$ cat config.mk
export PLATFORM = sky130hd
export DESIGN_NAME = sim_cell
export DESIGN_NICKNAME = d
export VERILOG_FILES = /design/src/rtl/sim_pkg.sv /design/src/rtl/sim_cell.sv
export SDC_FILE = /design/constraint.sdc
export NUM_CORES = 1
export LEC_CHECK = 0
export BUFFER_PORTS_ARGS = -buffer_cell sky130_fd_sc_hd__buf_2
export CAP_MARGIN = 15
export CORE_ASPECT_RATIO = 0.75
export CORE_MARGIN = 2
export CORE_UTILIZATION = 45
export DETAILED_ROUTE_END_ITERATION = 12
export PLACE_DENSITY = 0.92
export SYNTH_ARGS = -nofsm -noshare
export SYNTH_HDL_FRONTEND = slang
export SYNTH_SLANG_ARGS = --single-unit
$ cat constraint.sdc
create_clock -name clk -period 6.9 [get_ports clk]
set_input_delay 1.725 -clock clk [delete_from_list [all_inputs] [get_ports clk]]
set_output_delay 1.725 -clock clk [all_outputs]
set_load 0.02 [all_outputs]
$ cat src/rtl/sim_pkg.sv
// ----------------------------------------------------------------------------
// sim_pkg
// shared types and constants for the sorted insert merge block
// ----------------------------------------------------------------------------
package sim_pkg;

    localparam int DATA_W        = 32;
    localparam int MAX_ITEMS_DEF = 64;

    typedef enum logic [0:0] {
        ST_LOAD,
        ST_EMIT
    } state_t;

    typedef struct packed {
        logic                     insert;
        logic                     shift;
        logic signed [DATA_W-1:0] new_value;
    } cell_ctrl_t;

endpackage

$ cat src/rtl/sim_cell.sv
// ----------------------------------------------------------------------------
// sim_cell
// one slot of the sorting chain: compares, holds, takes from left or right
// ----------------------------------------------------------------------------
module sim_cell
(
    input  logic                                clk,
    input  sim_pkg::cell_ctrl_t                 ctrl,
    input  logic                                occupied,
    input  logic                                left_keep,
    input  logic signed [sim_pkg::DATA_W-1:0]   left_value,
    input  logic signed [sim_pkg::DATA_W-1:0]   right_value,
    output logic signed [sim_pkg::DATA_W-1:0]   value,
    output logic                                keep
);

    logic signed [sim_pkg::DATA_W-1:0] value_reg;
    logic signed [sim_pkg::DATA_W-1:0] value_next;

    // stored value smaller than the new one stays in place
    assign keep  = occupied && (value_reg < ctrl.new_value);
    assign value = value_reg;

    always_comb
    begin
        value_next = value_reg;
        if (ctrl.insert)
        begin
            if (keep)
            begin
                value_next = value_reg;
            end
            else if (left_keep)
            begin
                value_next = ctrl.new_value;
            end
            else
            begin
                value_next = left_value;
            end
        end
        else if (ctrl.shift)
        begin
            value_next = right_value;
        end
    end

    always_ff @(posedge clk)
    begin
        value_reg <= value_next;
    end

endmodule

Word level (Yosys, flattened, before mapping)
Index checks and enable logic that the tools add are counted.
{"block": "totals", "regBits": 32, "output_inout_bits": 33, "word_cells": 10, "inputBits": 101}
{"block": "op_classes", "n_mux": 4, "reduce_logical": 3, "n_lt_le_gt_ge": 1, "n_eq_ne": 1}
{"op": "32-bit two-way mux", "n": 4}
{"op": "32-bit less-than comparator", "n": 1}
{"op": "2-bit inequality test, second input constant", "n": 1}
{"op": "2-bit AND reduction", "n": 1}
{"op": "2-bit nonzero test", "n": 1}
{"op": "1-bit logical AND", "n": 1}

Logic depth before layout (Yosys ltp)
{"block": "logic_depth", "depth_word": 4, "mapped_depth": 8, "mapped_depth_nobuf": 8}

Worst setup path before layout
OpenSTA, ideal clock, no wires.
{"block": "synth_timing", "path_type": "input -> register", "startpoint": "in ctrl[7] (netlist bit)", "endpoint": "reg value_reg, in the netlist value[0] (enable)", "n_path_buf": 0, "slack_ps": 1280, "arrival_time_ps": 5159, "setup_ps": 461, "stages": 7, "required_time_ps": 6439, "path_cell_list": "inv_1 > ha_1 > nand4_1 > o311a_1 > o41ai_2 > a211oi_1 > nor3_1"}
{"block": "synth_between", "elab_chain_cells": 4}
{"item": "from (decl)", "line_no": "sim_cell.sv:8", "text": "input sim_pkg::cell_ctrl_t ctrl,"}
{"item": "32-bit less-than comparator", "line_no": "sim_cell.sv:21", "text": "assign keep = occupied && (value_reg < ctrl.new_value);"}
{"item": "1-bit logical AND", "line_no": "sim_cell.sv:21"}
{"item": "2-bit inequality test (no line)"}
{"item": "2-bit AND reduction (no line)"}
{"item": "to (signal assigned)", "line_no": "sim_cell.sv:50", "text": "value_reg <= value_next;"}
{"item": "to (decl)", "line_no": "sim_cell.sv:17", "text": "logic signed [sim_pkg::DATA_W-1:0] value_reg;"}
No other way between the ends.
A chain may end at the register's enable or synchronous reset.

Final worst setup path
{"block": "layout_timing", "startpoint": "in ctrl[7] (netlist bit)", "endpoint": "out keep"}
{"block": "layout_between", "elab_chain_cells": 2}
{"item": "32-bit less-than comparator", "line_no": "sim_cell.sv:21"}
{"item": "1-bit logical AND", "line_no": "sim_cell.sv:21"}
{"item": "to (decl)", "line_no": "sim_cell.sv:14", "text": "output logic keep"}
No other way between the ends.

==> metrics.md <==
| Metric | Value |
|---|---|
| Worst Max-Slew Pin Slew | `1.092 ns` |
| Mapped Area | `2430 um^2` |
| TritonCTS Buffers | `5` |
| Met1 Use GR | `0.2374` |
| Drt pass-1 iters | `4` |
| Yosys reg bits | `32` |
| GRT Max-Usage Layer | `met2` |
| Root Buffer | `clkbuf_8` |
| Tmin final | `5.329 ns` |
| Power Total | `0.6009 mW` |
| RSZ-0062 raised after global routing | `no` |
| Seq/Total Area, Yosys | `0.3955` |
| Final period util | `0.7723` |
| Storage cell area | `960.9 um^2` |
| CP max stage delay | `0.38 ns` |
| Startpoint types | `input port` |
| First-pass GRT wire length | `9397 um` |
| Vias in the first global route | `2187` |
| Core area | `5266 um^2` |
| Largest net degree at the start of global routing | `68` |
| # DRC | `0` |
| Via count | `2332` |
| DR vias/cell | `5.037` |
| Critical path capture point type | `output pin` |
| Compound-Gate Fraction of Synth Area | `0.1339` |
| Cts hold-fix bufs | `0` |
| Post-synth top flop | `edfxtp_1` |
| Clock network power share | `0.228` |
| Total congestion overflow | `0` |
| Die width | `88.85 um` |
| Diode count | `0` |
| Type of the most critical hold path | `flop to flop` |
| Final hold viol count | `0` |
| IO Count | `134` |
| Mean Syn Cell Area | `9.455 um^2` |
| Clock latency on the worst-skew pair | `0.28 ns` |
| CTS Sinks | `32` |
| Fill count | `477` |
| WL final | `6233 um` |
| XOR/XNOR share of the synthesized area | `0` |
| Multi-input gate area | `1313 um^2` |
| Met3 Use GR | `0.05012` |
| Crit path required time | `5.18 ns` |
| Net Switching | `0.1998 mW` |
| Crit path max fanout | `3` |
| Seq pwr share | `0.430` |
| DR WL/cell | `13.46 um` |
| Post-Syn Instances | `257` |
| Clock-pin slew on the worst setup and hold paths | `0.07 ns` |
| NumNets Final | `519` |
| Gate power share | `0.343` |
| Mux cell area share after synthesis | `0.1359` |
| Worst Hold Endpoint | `value[28]$_DFFE_PP_` |
| Rows | `23` |
| Antenna-violating nets left | `0` |
| Final Slew Violations | `0` |
| Cell variety after synth | `25` |
| Achievable frequency | `187.7 MHz` |
| Critical path startpoint | `ctrl[7]` |
| Final TNS setup | `0 ns` |
| Initial core utilization | `0.4614` |
| Initial antenna violation count | `0` |
| DRT iter0 DRCs | `62` |
| CP arrival | `3.60 ns` |
| Clock skew | `0.007193 ns` |
| Hold Startpoint | `value[31]$_DFFE_PP_` |
| Synth Warn # | `0` |
| Power density cells | `185.6 nW/um^2` |
| Port-buffer cells | `133` |
| Max cap viols | `0` |
| Post-Synth Adder-Cell Area | `0.1596` |
| Fin util | `0.6146` |
| R2R Setup Slk | `4.26 ns` |
| Share of cells above drive strength 1 | `0.3634` |
| Final setup vio count | `0` |
| Hold Path Depth | `6` |
| Pleak | `1.682 nW` |
| H-tree level count | `2` |
| Main combinational cell family by area after synthesis | `adder cells` |
| Fraction of power spent switching nets | `0.3325` |
| Relative max-transition margin | `0.2722` |
| VDD IR max | `112.3 uV` |
| FFs w/ async S/R, synth | `0` |
| Int Power | `0.4011 mW` |
| R2r endpoint | `value[31]$_DFFE_PP_` |
| Global Route Usage Sum | `0.2043` |
| Status | `complete, no violations` |
| Syn_nets | `389` |
| Largest register FFs | `32` |
| Die area | `6009 um^2` |
| Die Span Y | `67.64 um` |
| Setup WS post-layout | `1.571 ns` |
| CP most frequent cell | `buf_2` |
| Top delay family on crit path | `compound AO/OA/AOI/OAI gates` |
| Post-CTS Setup Bufs | `0` |
| Cell Chain, Critical Path | `buf_2 -> inv_1 -> ha_1 -> nand4_1 -> o311a_1 -> o41ai_2 -> a21oi_1 -> mux2i_1 -> buf_2` |
| CP max stage cell | `o311a_1` |
| Number of gates resized after CTS | `0` |
| Number of synthesized flops with an enable pin | `32` |
| Worst R2R Path Depth | `7` |
| Setup CP Type | `input port to output pin` |
| Placed wire-length estimate | `4920 um` |
| TritonCTS clock tree | `built` |
| Grt met2 use | `0.3713` |
| Post-synthesis simple-gate area fraction | `0.1087` |
| GPL Wtd Cong | `0.7848` |
| Maximum root-to-sink buffer count | `2` |
| Dpl cells | `455` |
| Beginning of the worst register-to-register path | `value[7]$_DFFE_PP_` |
| Synthesis-to-layout area growth | `33.21%` |
| Place WS | `1.593 ns` |
| Layout Cells excl Fill | `463` |
| CP bufs+invs | `3` |
## per-stage QoR
stage | hold slack [ns] | area, um^2
floorplan | 1.630 | 2430
global placement | 1.373 | 3157
detailed placement | 1.407 | 3157
CTS | 1.424 | 3237
global route | 1.484 | 3237
finish | 1.414 | 3237
## kinds of logic after synthesis
group,after synthesis
buffers and inverters,42
adder cells (fa/ha/maj),31
multiplexers,33
AND/OR/NAND/NOR,61
flip-flops,32
AO/OA/AOI/OAI,58
## final cells by class
class	count	share of cell area
Tap cell	75	0.02899
Clock inverter	1	0.001160
Timing Repair Buffer	134	0.2080
Clock buffer	7	0.02358
Multi-Input combinational cell	183	0.4055
Sequential cell	32	0.2969
Inverter	31	0.03595
## cells in the final DEF, fill, tap and decap left out, types with 2 or more instances in the layout
master and n:
a21oi_1 45, nand3_1 3, inv_1 31, buf_2 133, a211oi_1 2, o21ai_0 4
ha_1 31, nor2_1 37, clkbuf_1 2, clkbuf_8 5, edfxtp_1 32, nand4_1 6
nand2_1 9, mux2i_1 33, nand2b_1 2
## how the worst max path moves through the flow
| stage | endpoint | slack [ns] | cells after the start |
|---|---|---|---|
| after CTS | keep | 1.59 | 9 |
| after global placement | keep | 1.61 | 9 |
| final | keep | 1.57 | 9 |
| after detailed placement | keep | 1.59 | 9 |
| after global routing | keep | 1.42 | 10 |
| after floorplan | value[0]$_DFFE_PP_ | 1.28 | 7 |
## worst reg2reg max path, cell delays in order (launching register included)
cell and delay [ns]:
edfxtp_1 0.41, ha_1 0.34, nand4_1 0.10, o311a_1 0.38
o41ai_2 0.35, a211oi_1 0.14, nor3_2 0.16, buf_4 0.40
## per-layer routing
| layer | up-vias | share of wire |
|---|---|---|
| li1 | 1182 | - |
| met1 | 1044 | 0.44 |
| met2 | 95 | 0.47 |
| met3 | 11 | 0.073 |
| met4 | 0 | 0.018 |
| met5 | - | 0 |
## Yosys cell counts (3+ instances only)
cell type  instances  area [um^2]
nand3_1            3        15.01
a21oi_1           45        225.2
edfxtp_1          32        960.9
ha_1              31        387.9
mux2i_1           33        330.3
o21ai_0            4        20.02
buf_2              3        15.01
clkbuf_1           7        26.28
nor2_1            37        138.9
inv_1             31        116.4
nand4_1            6        37.54
nand2_1            9        33.78
## power groups by stage
stage	clock [mW]	combinational [mW]	sequential (mW)
global placement	0	0.198	0.261
global route	0.152	0.229	0.261
finish	0.137	0.206	0.258
CTS	0.141	0.207	0.258
floorplan	0	0.0965	0.292
detailed placement	0	0.206	0.262
(Power assumes the default switching activity.)
